<file path="src/rtl/core/ntmb_pkg.sv">
// ----------------------------------------------------------------------------
// ntmb_pkg
// Shared widths, command codes and scan control type for the nearest
// timestamp match buffer.
// ----------------------------------------------------------------------------
package ntmb_pkg;

	localparam int TIME_W = 62;
	localparam int SRC_W  = 16;
	localparam int CMD_W  = 2;

	localparam logic [CMD_W-1:0] CMD_PUSH  = 2'd0;
	localparam logic [CMD_W-1:0] CMD_CLEAR = 2'd1;
	localparam logic [CMD_W-1:0] CMD_MATCH = 2'd2;

	localparam logic [TIME_W-1:0] MAX_DELTA_RESET = 62'd50000000;
	localparam logic [TIME_W-1:0] MAX_AGE_RESET   = 62'd500000000;

	localparam logic REG_MAX_DELTA = 1'b0;
	localparam logic REG_MAX_AGE   = 1'b1;

	typedef logic [TIME_W-1:0] time_t;
	typedef logic [SRC_W-1:0]  src_t;

	typedef struct packed {
		logic init;
		logic en;
		logic live;
	} scan_ctl_t;

endpackage

</file>
<file path="src/rtl/core/ntmb_cell.sv">
// ----------------------------------------------------------------------------
// ntmb_cell
// One history slot of the shift chain: takes its neighbor's record when the
// chain advances, otherwise holds.
// ----------------------------------------------------------------------------
module ntmb_cell #(
	parameter int HANDLE_W = 16
) (
	input  logic                 clk,
	input  logic                 shift,
	input  ntmb_pkg::time_t      stamp_in,
	input  ntmb_pkg::time_t      capture_in,
	input  ntmb_pkg::src_t       source_in,
	input  logic [HANDLE_W-1:0]  handle_in,
	output ntmb_pkg::time_t      stamp_out,
	output ntmb_pkg::time_t      capture_out,
	output ntmb_pkg::src_t       source_out,
	output logic [HANDLE_W-1:0]  handle_out
);
	import ntmb_pkg::*;

	time_t               stamp_q;
	time_t               capture_q;
	src_t                source_q;
	logic [HANDLE_W-1:0] handle_q;

	always_ff @(posedge clk) begin
		if (shift) begin
			stamp_q   <= stamp_in;
			capture_q <= capture_in;
			source_q  <= source_in;
			handle_q  <= handle_in;
		end
	end

	assign stamp_out   = stamp_q;
	assign capture_out = capture_q;
	assign source_out  = source_q;
	assign handle_out  = handle_q;

endmodule

</file>
<file path="src/rtl/core/ntmb_scan.sv">
// ----------------------------------------------------------------------------
// ntmb_scan
// Two-stage compare unit at the end of the chain: qualifies one record per
// cycle and keeps the closest stamp seen so far, later records winning ties.
// ----------------------------------------------------------------------------
module ntmb_scan #(
	parameter int HANDLE_W = 16
) (
	input  logic                 clk,
	input  logic                 arst_n,
	input  ntmb_pkg::scan_ctl_t  ctl,
	input  ntmb_pkg::time_t      e_stamp,
	input  ntmb_pkg::time_t      e_capture,
	input  ntmb_pkg::src_t       e_source,
	input  logic [HANDLE_W-1:0]  e_handle,
	input  ntmb_pkg::time_t      q_stamp,
	input  ntmb_pkg::time_t      q_now,
	input  ntmb_pkg::src_t       q_source,
	input  ntmb_pkg::time_t      max_delta,
	input  ntmb_pkg::time_t      max_age,
	output logic                 hit,
	output logic [HANDLE_W-1:0]  best_handle,
	output ntmb_pkg::time_t      best_delta
);
	import ntmb_pkg::*;

	logic [TIME_W:0]     diff_fwd;
	logic [TIME_W:0]     age_full;
	time_t               delta;
	logic                age_ok;

	logic                valid_s1;
	logic                cand_s1;
	time_t               delta_s1;
	logic [HANDLE_W-1:0] handle_s1;

	logic                hit_q;
	time_t               best_delta_q;
	logic [HANDLE_W-1:0] best_handle_q;

	always_comb begin
		diff_fwd = {1'b0, q_stamp} - {1'b0, e_stamp};
		delta    = diff_fwd[TIME_W] ? (e_stamp - q_stamp) : diff_fwd[TIME_W-1:0];
		age_full = {1'b0, q_now} - {1'b0, e_capture};
		age_ok   = !age_full[TIME_W] && (age_full[TIME_W-1:0] <= max_age);
	end

	always_ff @(posedge clk or negedge arst_n) begin
		if (!arst_n) begin
			valid_s1 <= 1'b0;
		end else begin
			valid_s1 <= ctl.en;
		end
	end

	always_ff @(posedge clk) begin
		cand_s1   <= ctl.live && (e_source == q_source) && age_ok;
		delta_s1  <= delta;
		handle_s1 <= e_handle;
	end

	// running best, reloaded when a query starts
	always_ff @(posedge clk or negedge arst_n) begin
		if (!arst_n) begin
			hit_q <= 1'b0;
		end else if (ctl.init) begin
			hit_q <= 1'b0;
		end else if (valid_s1 && cand_s1 && (delta_s1 <= best_delta_q)) begin
			hit_q <= 1'b1;
		end
	end

	always_ff @(posedge clk) begin
		if (ctl.init) begin
			best_delta_q  <= max_delta;
			best_handle_q <= '0;
		end else if (valid_s1 && cand_s1 && (delta_s1 <= best_delta_q)) begin
			best_delta_q  <= delta_s1;
			best_handle_q <= handle_s1;
		end
	end

	assign hit         = hit_q;
	assign best_handle = best_handle_q;
	assign best_delta  = best_delta_q;

endmodule

</file>
<file path="src/rtl/core/nearest_timestamp_match_buffer_core.sv">
// ----------------------------------------------------------------------------
// nearest_timestamp_match_buffer_core
// History of sensor frame records with nearest-stamp lookup per source.
// ----------------------------------------------------------------------------
// Input words (in_valid / in_stall) carry a command: push a frame record,
// clear the history, or match a query against the stored records. Only a
// match produces an output word (out_valid / out_stall) with found, the
// chosen handle and its stamp difference.
// Records live in a chain of HISTORY_DEPTH cells, newest at the head. A push
// shifts the chain as it is accepted, so pushes and clears are taken back to
// back. A match rotates the whole chain once past a two-stage compare unit
// at the tail, one record per cycle; the machine then steps through flush
// and done, loads the result into the output register and goes idle, where
// the next word is taken. When the receiver stalls, the result holds in the
// output register; a further match finishes its scan and then waits for that
// register to free. Pushes are stalled meanwhile. Reset empties the history
// and loads the default max_delta_ns and max_age_ns; the user must write both
// registers through the cfg port only while no match is in flight, which the
// block itself does not enforce.
// ----------------------------------------------------------------------------
module nearest_timestamp_match_buffer_core #(
	parameter int HISTORY_DEPTH = 32,
	parameter int HANDLE_WIDTH  = 16
) (
	input  logic                     clk,
	input  logic                     arst_n,
	input  logic                     cfg_we,
	input  logic                     cfg_index,
	input  ntmb_pkg::time_t          cfg_data,
	input  logic                     in_valid,
	output logic                     in_stall,
	input  logic [ntmb_pkg::CMD_W-1:0] command,
	input  ntmb_pkg::time_t          stamp_ns,
	input  ntmb_pkg::time_t          capture_ns,
	input  ntmb_pkg::time_t          now_ns,
	input  ntmb_pkg::src_t           source_id,
	input  logic [HANDLE_WIDTH-1:0]  frame_handle,
	output logic                     out_valid,
	input  logic                     out_stall,
	output logic                     found,
	output logic [HANDLE_WIDTH-1:0]  match_handle,
	output ntmb_pkg::time_t          match_delta_ns
);
	import ntmb_pkg::*;

	localparam int CNT_W  = $clog2(HISTORY_DEPTH + 1);
	localparam int STEP_W = (HISTORY_DEPTH > 1) ? $clog2(HISTORY_DEPTH) : 1;

	localparam logic [1:0] ST_IDLE  = 2'd0;
	localparam logic [1:0] ST_SCAN  = 2'd1;
	localparam logic [1:0] ST_FLUSH = 2'd2;
	localparam logic [1:0] ST_DONE  = 2'd3;

	logic [1:0]          state_q;
	logic [STEP_W-1:0]   step_q;
	logic [CNT_W-1:0]    count_q;
	time_t               max_delta_q;
	time_t               max_age_q;
	time_t               q_stamp_q;
	time_t               q_now_q;
	src_t                q_source_q;

	logic                out_valid_q;
	logic                found_q;
	logic [HANDLE_WIDTH-1:0] match_handle_q;
	time_t               match_delta_q;

	logic                accept;
	logic                push;
	logic                scanning;
	logic                shift;
	logic                last_step;
	logic                load_out;
	logic [CNT_W:0]      live_sum;
	scan_ctl_t           scan_ctl;

	time_t               c_stamp   [HISTORY_DEPTH];
	time_t               c_capture [HISTORY_DEPTH];
	src_t                c_source  [HISTORY_DEPTH];
	logic [HANDLE_WIDTH-1:0] c_handle [HISTORY_DEPTH];

	time_t               head_stamp;
	time_t               head_capture;
	src_t                head_source;
	logic [HANDLE_WIDTH-1:0] head_handle;

	logic                hit;
	logic [HANDLE_WIDTH-1:0] best_handle;
	time_t               best_delta;

	assign in_stall  = (state_q != ST_IDLE);
	assign accept    = in_valid && !in_stall;
	assign push      = accept && (command == CMD_PUSH);
	assign scanning  = (state_q == ST_SCAN);
	assign shift     = push || scanning;
	assign last_step = (step_q == STEP_W'(HISTORY_DEPTH - 1));
	assign load_out  = (state_q == ST_DONE) && (!out_valid_q || !out_stall);
	assign live_sum  = {{(CNT_W + 1 - STEP_W){1'b0}}, step_q} + {1'b0, count_q};

	// the head takes the new word on a push, the tail word while rotating
	always_comb begin
		if (scanning) begin
			head_stamp   = c_stamp[HISTORY_DEPTH-1];
			head_capture = c_capture[HISTORY_DEPTH-1];
			head_source  = c_source[HISTORY_DEPTH-1];
			head_handle  = c_handle[HISTORY_DEPTH-1];
		end else begin
			head_stamp   = stamp_ns;
			head_capture = capture_ns;
			head_source  = source_id;
			head_handle  = frame_handle;
		end
	end

	genvar gi;
	generate
		for (gi = 0; gi < HISTORY_DEPTH; gi++) begin : g_cell
			if (gi == 0) begin : g_head
				ntmb_cell #(.HANDLE_W(HANDLE_WIDTH)) u_cell (
					.clk         (clk),
					.shift       (shift),
					.stamp_in    (head_stamp),
					.capture_in  (head_capture),
					.source_in   (head_source),
					.handle_in   (head_handle),
					.stamp_out   (c_stamp[gi]),
					.capture_out (c_capture[gi]),
					.source_out  (c_source[gi]),
					.handle_out  (c_handle[gi])
				);
			end else begin : g_body
				ntmb_cell #(.HANDLE_W(HANDLE_WIDTH)) u_cell (
					.clk         (clk),
					.shift       (shift),
					.stamp_in    (c_stamp[gi-1]),
					.capture_in  (c_capture[gi-1]),
					.source_in   (c_source[gi-1]),
					.handle_in   (c_handle[gi-1]),
					.stamp_out   (c_stamp[gi]),
					.capture_out (c_capture[gi]),
					.source_out  (c_source[gi]),
					.handle_out  (c_handle[gi])
				);
			end
		end
	endgenerate

	always_comb begin
		scan_ctl.init = accept && (command == CMD_MATCH);
		scan_ctl.en   = scanning;
		scan_ctl.live = (live_sum >= (CNT_W + 1)'(HISTORY_DEPTH));
	end

	ntmb_scan #(.HANDLE_W(HANDLE_WIDTH)) u_scan (
		.clk         (clk),
		.arst_n      (arst_n),
		.ctl         (scan_ctl),
		.e_stamp     (c_stamp[HISTORY_DEPTH-1]),
		.e_capture   (c_capture[HISTORY_DEPTH-1]),
		.e_source    (c_source[HISTORY_DEPTH-1]),
		.e_handle    (c_handle[HISTORY_DEPTH-1]),
		.q_stamp     (q_stamp_q),
		.q_now       (q_now_q),
		.q_source    (q_source_q),
		.max_delta   (max_delta_q),
		.max_age     (max_age_q),
		.hit         (hit),
		.best_handle (best_handle),
		.best_delta  (best_delta)
	);

	always_ff @(posedge clk or negedge arst_n) begin
		if (!arst_n) begin
			max_delta_q <= MAX_DELTA_RESET;
			max_age_q   <= MAX_AGE_RESET;
		end else if (cfg_we) begin
			case (cfg_index)
				REG_MAX_DELTA: max_delta_q <= cfg_data;
				REG_MAX_AGE:   max_age_q   <= cfg_data;
				default:       max_age_q   <= max_age_q;
			endcase
		end
	end

	always_ff @(posedge clk or negedge arst_n) begin
		if (!arst_n) begin
			state_q <= ST_IDLE;
			step_q  <= '0;
			count_q <= '0;
		end else begin
			case (state_q)
				ST_IDLE: begin
					step_q <= '0;
					if (accept) begin
						case (command)
							CMD_PUSH: begin
								if ((count_q != '0) && (stamp_ns <= c_stamp[0])) begin
									count_q <= CNT_W'(1);
								end else if (count_q != CNT_W'(HISTORY_DEPTH)) begin
									count_q <= count_q + CNT_W'(1);
								end
							end
							CMD_CLEAR: count_q <= '0;
							CMD_MATCH: state_q <= ST_SCAN;
							default:   count_q <= count_q;
						endcase
					end
				end
				ST_SCAN: begin
					step_q <= step_q + STEP_W'(1);
					if (last_step) begin
						state_q <= ST_FLUSH;
					end
				end
				ST_FLUSH: state_q <= ST_DONE;
				ST_DONE: begin
					if (load_out) begin
						state_q <= ST_IDLE;
					end
				end
				default: state_q <= ST_IDLE;
			endcase
		end
	end

	always_ff @(posedge clk) begin
		if (scan_ctl.init) begin
			q_stamp_q  <= stamp_ns;
			q_now_q    <= now_ns;
			q_source_q <= source_id;
		end
	end

	always_ff @(posedge clk or negedge arst_n) begin
		if (!arst_n) begin
			out_valid_q <= 1'b0;
		end else if (load_out) begin
			out_valid_q <= 1'b1;
		end else if (!out_stall) begin
			out_valid_q <= 1'b0;
		end
	end

	always_ff @(posedge clk) begin
		if (load_out) begin
			found_q        <= hit;
			match_handle_q <= hit ? best_handle : '0;
			match_delta_q  <= hit ? best_delta : '0;
		end
	end

	assign out_valid      = out_valid_q;
	assign found          = found_q;
	assign match_handle   = match_handle_q;
	assign match_delta_ns = match_delta_q;

	a_count_bound: assert property (@(posedge clk) disable iff (!arst_n)
		count_q <= CNT_W'(HISTORY_DEPTH))
		else $error("history count above depth");

	a_out_from_done: assert property (@(posedge clk) disable iff (!arst_n)
		$rose(out_valid_q) |-> $past(state_q) == ST_DONE)
		else $error("result word raised outside the done state");

	a_miss_zero: assert property (@(posedge clk) disable iff (!arst_n)
		out_valid_q && !found_q |-> match_handle_q == '0 && match_delta_q == '0)
		else $error("miss word with nonzero handle or delta");

	a_match_busy: assert property (@(posedge clk) disable iff (!arst_n)
		scan_ctl.init |=> in_stall && state_q == ST_SCAN)
		else $error("match accepted without starting a scan");

endmodule
</file>
<file path="config.mk">
export PLATFORM = sky130hd
export DESIGN_NAME = nearest_timestamp_match_buffer_core
export DESIGN_NICKNAME = d
export VERILOG_FILES = /design/src/rtl/core/ntmb_pkg.sv /design/src/rtl/core/ntmb_cell.sv /design/src/rtl/core/ntmb_scan.sv /design/src/rtl/core/nearest_timestamp_match_buffer_core.sv
export SDC_FILE = /design/constraint.sdc
export NUM_CORES = 2
export LEC_CHECK = 0
export BUFFER_PORTS_ARGS = -buffer_cell sky130_fd_sc_hd__buf_2
export CORE_MARGIN = 3
export CORE_UTILIZATION = 40
export DETAILED_ROUTE_END_ITERATION = 16
export PLACE_DENSITY = 0.59
export SLEW_MARGIN = 25
export SYNTH_ARGS = -nofsm -noshare
export SYNTH_HDL_FRONTEND = slang
export SYNTH_SLANG_ARGS = --single-unit
</file>
<file path="constraint.sdc">
create_clock -name clk -period 1072.5 [get_ports clk]
set_clock_uncertainty 0.05 [all_clocks]
set_input_delay 160.875 -clock clk [delete_from_list [all_inputs] [get_ports clk]]
set_output_delay 160.875 -clock clk [all_outputs]
set_load 0.005 [all_outputs]
</file>
==> impl_metrics.env <==
export IMPL_outcome="completed"
export IMPL_post_cts_buffers=0
export IMPL_crit_start="command[1]"
export IMPL_tightest_slew_ns=1.16
export IMPL_rows=249
export IMPL_setup_tns_ns=0
export IMPL_dpl_worst_slack_ns=902.79
export IMPL_reg2reg_slack_ns=1063.03
export IMPL_cts_repair_resized=0
export IMPL_synth_compound_area_share_pct=3.16
export IMPL_nets=10192
export IMPL_arrival_ns=168.93
export IMPL_dpl_instance_area_um2=195000
export IMPL_final_common_cell="edfxtp_1"
export IMPL_drtIter0Drc=7481
export IMPL_antenna_found_initial=120
export IMPL_crit_fanout=198
export IMPL_gp_congestion=0.869
export IMPL_clkLatencyLatePin_ns=1.03
export IMPL_synth_area_leaders="edfxtp_1, ha_1, mux2_2"
export IMPL_core_um2=461000
export IMPL_synth_top_flop_cell="edfxtp_1"
export IMPL_rsz0062_at_grt="false"
export IMPL_clockBufferDepth=4
export IMPL_grt_overflow=0
export IMPL_grt_usage_pct=14.3
export IMPL_crit_path_end="g_cell[7].g_body.u_cell.capture_out[24]"
export IMPL_max_freq_mhz=5.94
export IMPL_grt_max_degree=215
export IMPL_yosysWarnings=0
export IMPL_start_util_pct=40.2
export IMPL_dieArea_um2=471000
export IMPL_hold_buffers=0
export IMPL_ir_worst_vdd_mv=0.00271
export IMPL_drv_cap=0
export IMPL_clk_pin_slew_ns=0.06
export IMPL_critPathKind="input port to flip-flop"
export IMPL_final_cell_mix="edfxtp_1, clkbuf_16, inv_1"
export IMPL_design_area_um2=213000
export IMPL_first_global_vias=77027
export IMPL_yosys_mux_area_fraction_pct=1.82
export IMPL_fin_crit_ns=168.37
export IMPL_via_per_inst=4.82
export IMPL_synth_largest_area_cell="edfxtp_1"
export IMPL_die_x_um=687
export IMPL_power_density_nw_per_um2=3.17
export IMPL_cts_buffers=552
export IMPL_synth_xor_area_share_pct=0.610
export IMPL_p_leak_nw=73.6
export IMPL_r2r_end="g_cell[17].g_body.u_cell.capture_out[24]"
export IMPL_portBuffers=368
export IMPL_synth_seq_cells=5508
export IMPL_hold_viol_final=0
export IMPL_syn_nets=9328
export IMPL_worstHoldPathType="flip-flop to flip-flop"
export IMPL_rr_startpoint="state_q[1]"
export IMPL_finalSetupViolCount=0
export IMPL_ant_nets=0
export IMPL_synth_cells=8651
export IMPL_holdWs_ns=0.313
export IMPL_synthAdderAreaFrac_pct=2.64
export IMPL_dp_hpwl_mm=219
export IMPL_tritoncts="done"
export IMPL_wl_per_cell_um=21.3
export IMPL_post_route_period_util_pct=15.7
export IMPL_slew_headroom_pct=22.4
export IMPL_ys_seq_area_share_pct=88.4
export IMPL_synth_top_family_by_area="compound AO/OA/AOI/OAI gates"
export IMPL_htree_levels=6
export IMPL_syn_area_um2=185000
export IMPL_async_flop_share_pct=2.54
export IMPL_worstPathRequired_ns=1073.07
export IMPL_totalWireLength_mm=343
export IMPL_clock_sinks=5508
export IMPL_end_kind="flip-flop"
export IMPL_route_detailed_drc=0
export IMPL_clockRootBuffer="clkbuf_16"
export IMPL_area_growth_pct=14.8
export IMPL_rr_worst_depth=13
export IMPL_grt_pass1_wl_mm=505
export IMPL_worstSetupStartpointType="input port"
export IMPL_synth_top_area_share_pct=85.5
export IMPL_synth_simple_gate_area_share_pct=2.17
export IMPL_die_h_um=687
export IMPL_finalMaxSlewViolations=0
export IMPL_synth_cell_types=91
export IMPL_synth_edf_count=5273
export IMPL_p_total_mw=0.674
export IMPL_drive_gt1_share_pct=15.6
export IMPL_ios=369
export IMPL_postSynthAreaPerCell_um2=21.4
export IMPL_fin_ws_ns=904.13
export IMPL_dr_total_vias=77889
export IMPL_n_fill_cell=37997
export IMPL_dr_pass1_iters=7
## critical path, stage by stage
cell	delay, ns
buf_2	0.12
nand3b_1	0.29
o21ai_4	0.18
buf_4	0.67
buf_12	0.75
buf_4	0.86
buf_4	0.77
buf_4	0.74
buf_12	0.77
buf_6	0.68
buf_4	0.87
buf_4	0.86
## synthesized netlist by cell type (35+ instances only)
| library cell | n |
|---|---|
| o21ai_0 | 162 |
| nor2_1 | 151 |
| xor2_1 | 41 |
| dfxtp_1 | 95 |
| a21o_1 | 145 |
| nor3_1 | 35 |
| nand2_1 | 332 |
| edfxtp_1 | 5273 |
| xnor2_1 | 88 |
| dfrtp_1 | 115 |
| a21oi_1 | 296 |
| and2_1 | 86 |
| clkbuf_1 | 93 |
| inv_1 | 436 |
| nand3_1 | 36 |
| mux2_2 | 284 |
| ha_1 | 385 |
| o21bai_1 | 60 |
| nand4_1 | 89 |
## stage by stage
stage          utilization, %  instances
2_1_floorplan               -       8651
3_3_place_gp             42.3      15103
3_5_place_dp             42.3      15103
4_1_cts                  46.1      16085
5_1_grt                  46.1      16126
6_report                 46.2      16147
## where the power goes
group / switching [mW] / internal (mW) / total [mW]
logic: 0.0726 / 0.0247 / 0.0973
registers: 0.0283 / 0.365 / 0.393
clock network: 0.0796 / 0.104 / 0.184
## cells by family (layout without fill, tap and decap cells)
| kind of cell | after synthesis | count (layout) |
|---|---|---|
| fa+ha+maj | 389 | 389 |
| xor+xnor | 129 | 129 |
| simple gates | 840 | 840 |
| other cells | 0 | 55 |
| mux | 302 | 302 |
| buf+inv | 573 | 1865 |
| compound gates | 910 | 910 |
| flops | 5508 | 5508 |
## state kept, by name, indices dropped and copies added, names as in the netlist, 496 cells and up
register,flops
g_cell.g_body.u_cell.capture_out,1922
g_cell.g_body.u_cell.source_out,496
g_cell.g_body.u_cell.stamp_out,1922
g_cell.g_body.u_cell.handle_out,496
## routing by layer
layer	track usage, %	routed length [um]	up-vias
met5	0	201	-
met4	5.99	15100	30
met3	3.18	21700	792
met2	21.0	152000	2045
met1	20.6	154000	39686
li1	-	-	35336
## layout make-up
cell class	count	area, um2	share of cell area (%)
multi-input cells	2570	19400	9.11
clock buffers	718	14700	6.91
diodes	55	138	0.0647
repair buffers	446	2760	1.30
flip-flops and latches	5508	164000	77.0
clock inverters	264	2550	1.20
inverters	437	1650	0.775
well taps	6149	7690	3.62
## worst min-delay path by stage
stage | slack [ns] | startpoint | cells after the start | endpoint
2_1_floorplan | 0.29 | g_cell[31].g_body.u_cell.handle_out[0] | 0 | u_scan.handle_s1[0]
3_3_place_gp | 0.31 | g_cell[31].g_body.u_cell.handle_out[8] | 0 | u_scan.handle_s1[8]
3_5_place_dp | 0.30 | g_cell[31].g_body.u_cell.handle_out[10] | 0 | u_scan.handle_s1[10]
4_1_cts | 0.32 | g_cell[31].g_body.u_cell.handle_out[10] | 0 | u_scan.handle_s1[10]
5_1_grt | 0.34 | g_cell[31].g_body.u_cell.handle_out[8] | 0 | u_scan.handle_s1[8]
6_report | 0.31 | g_cell[31].g_body.u_cell.handle_out[10] | 0 | u_scan.handle_s1[10]
Note: power is estimated with default switching activity, not from simulation.
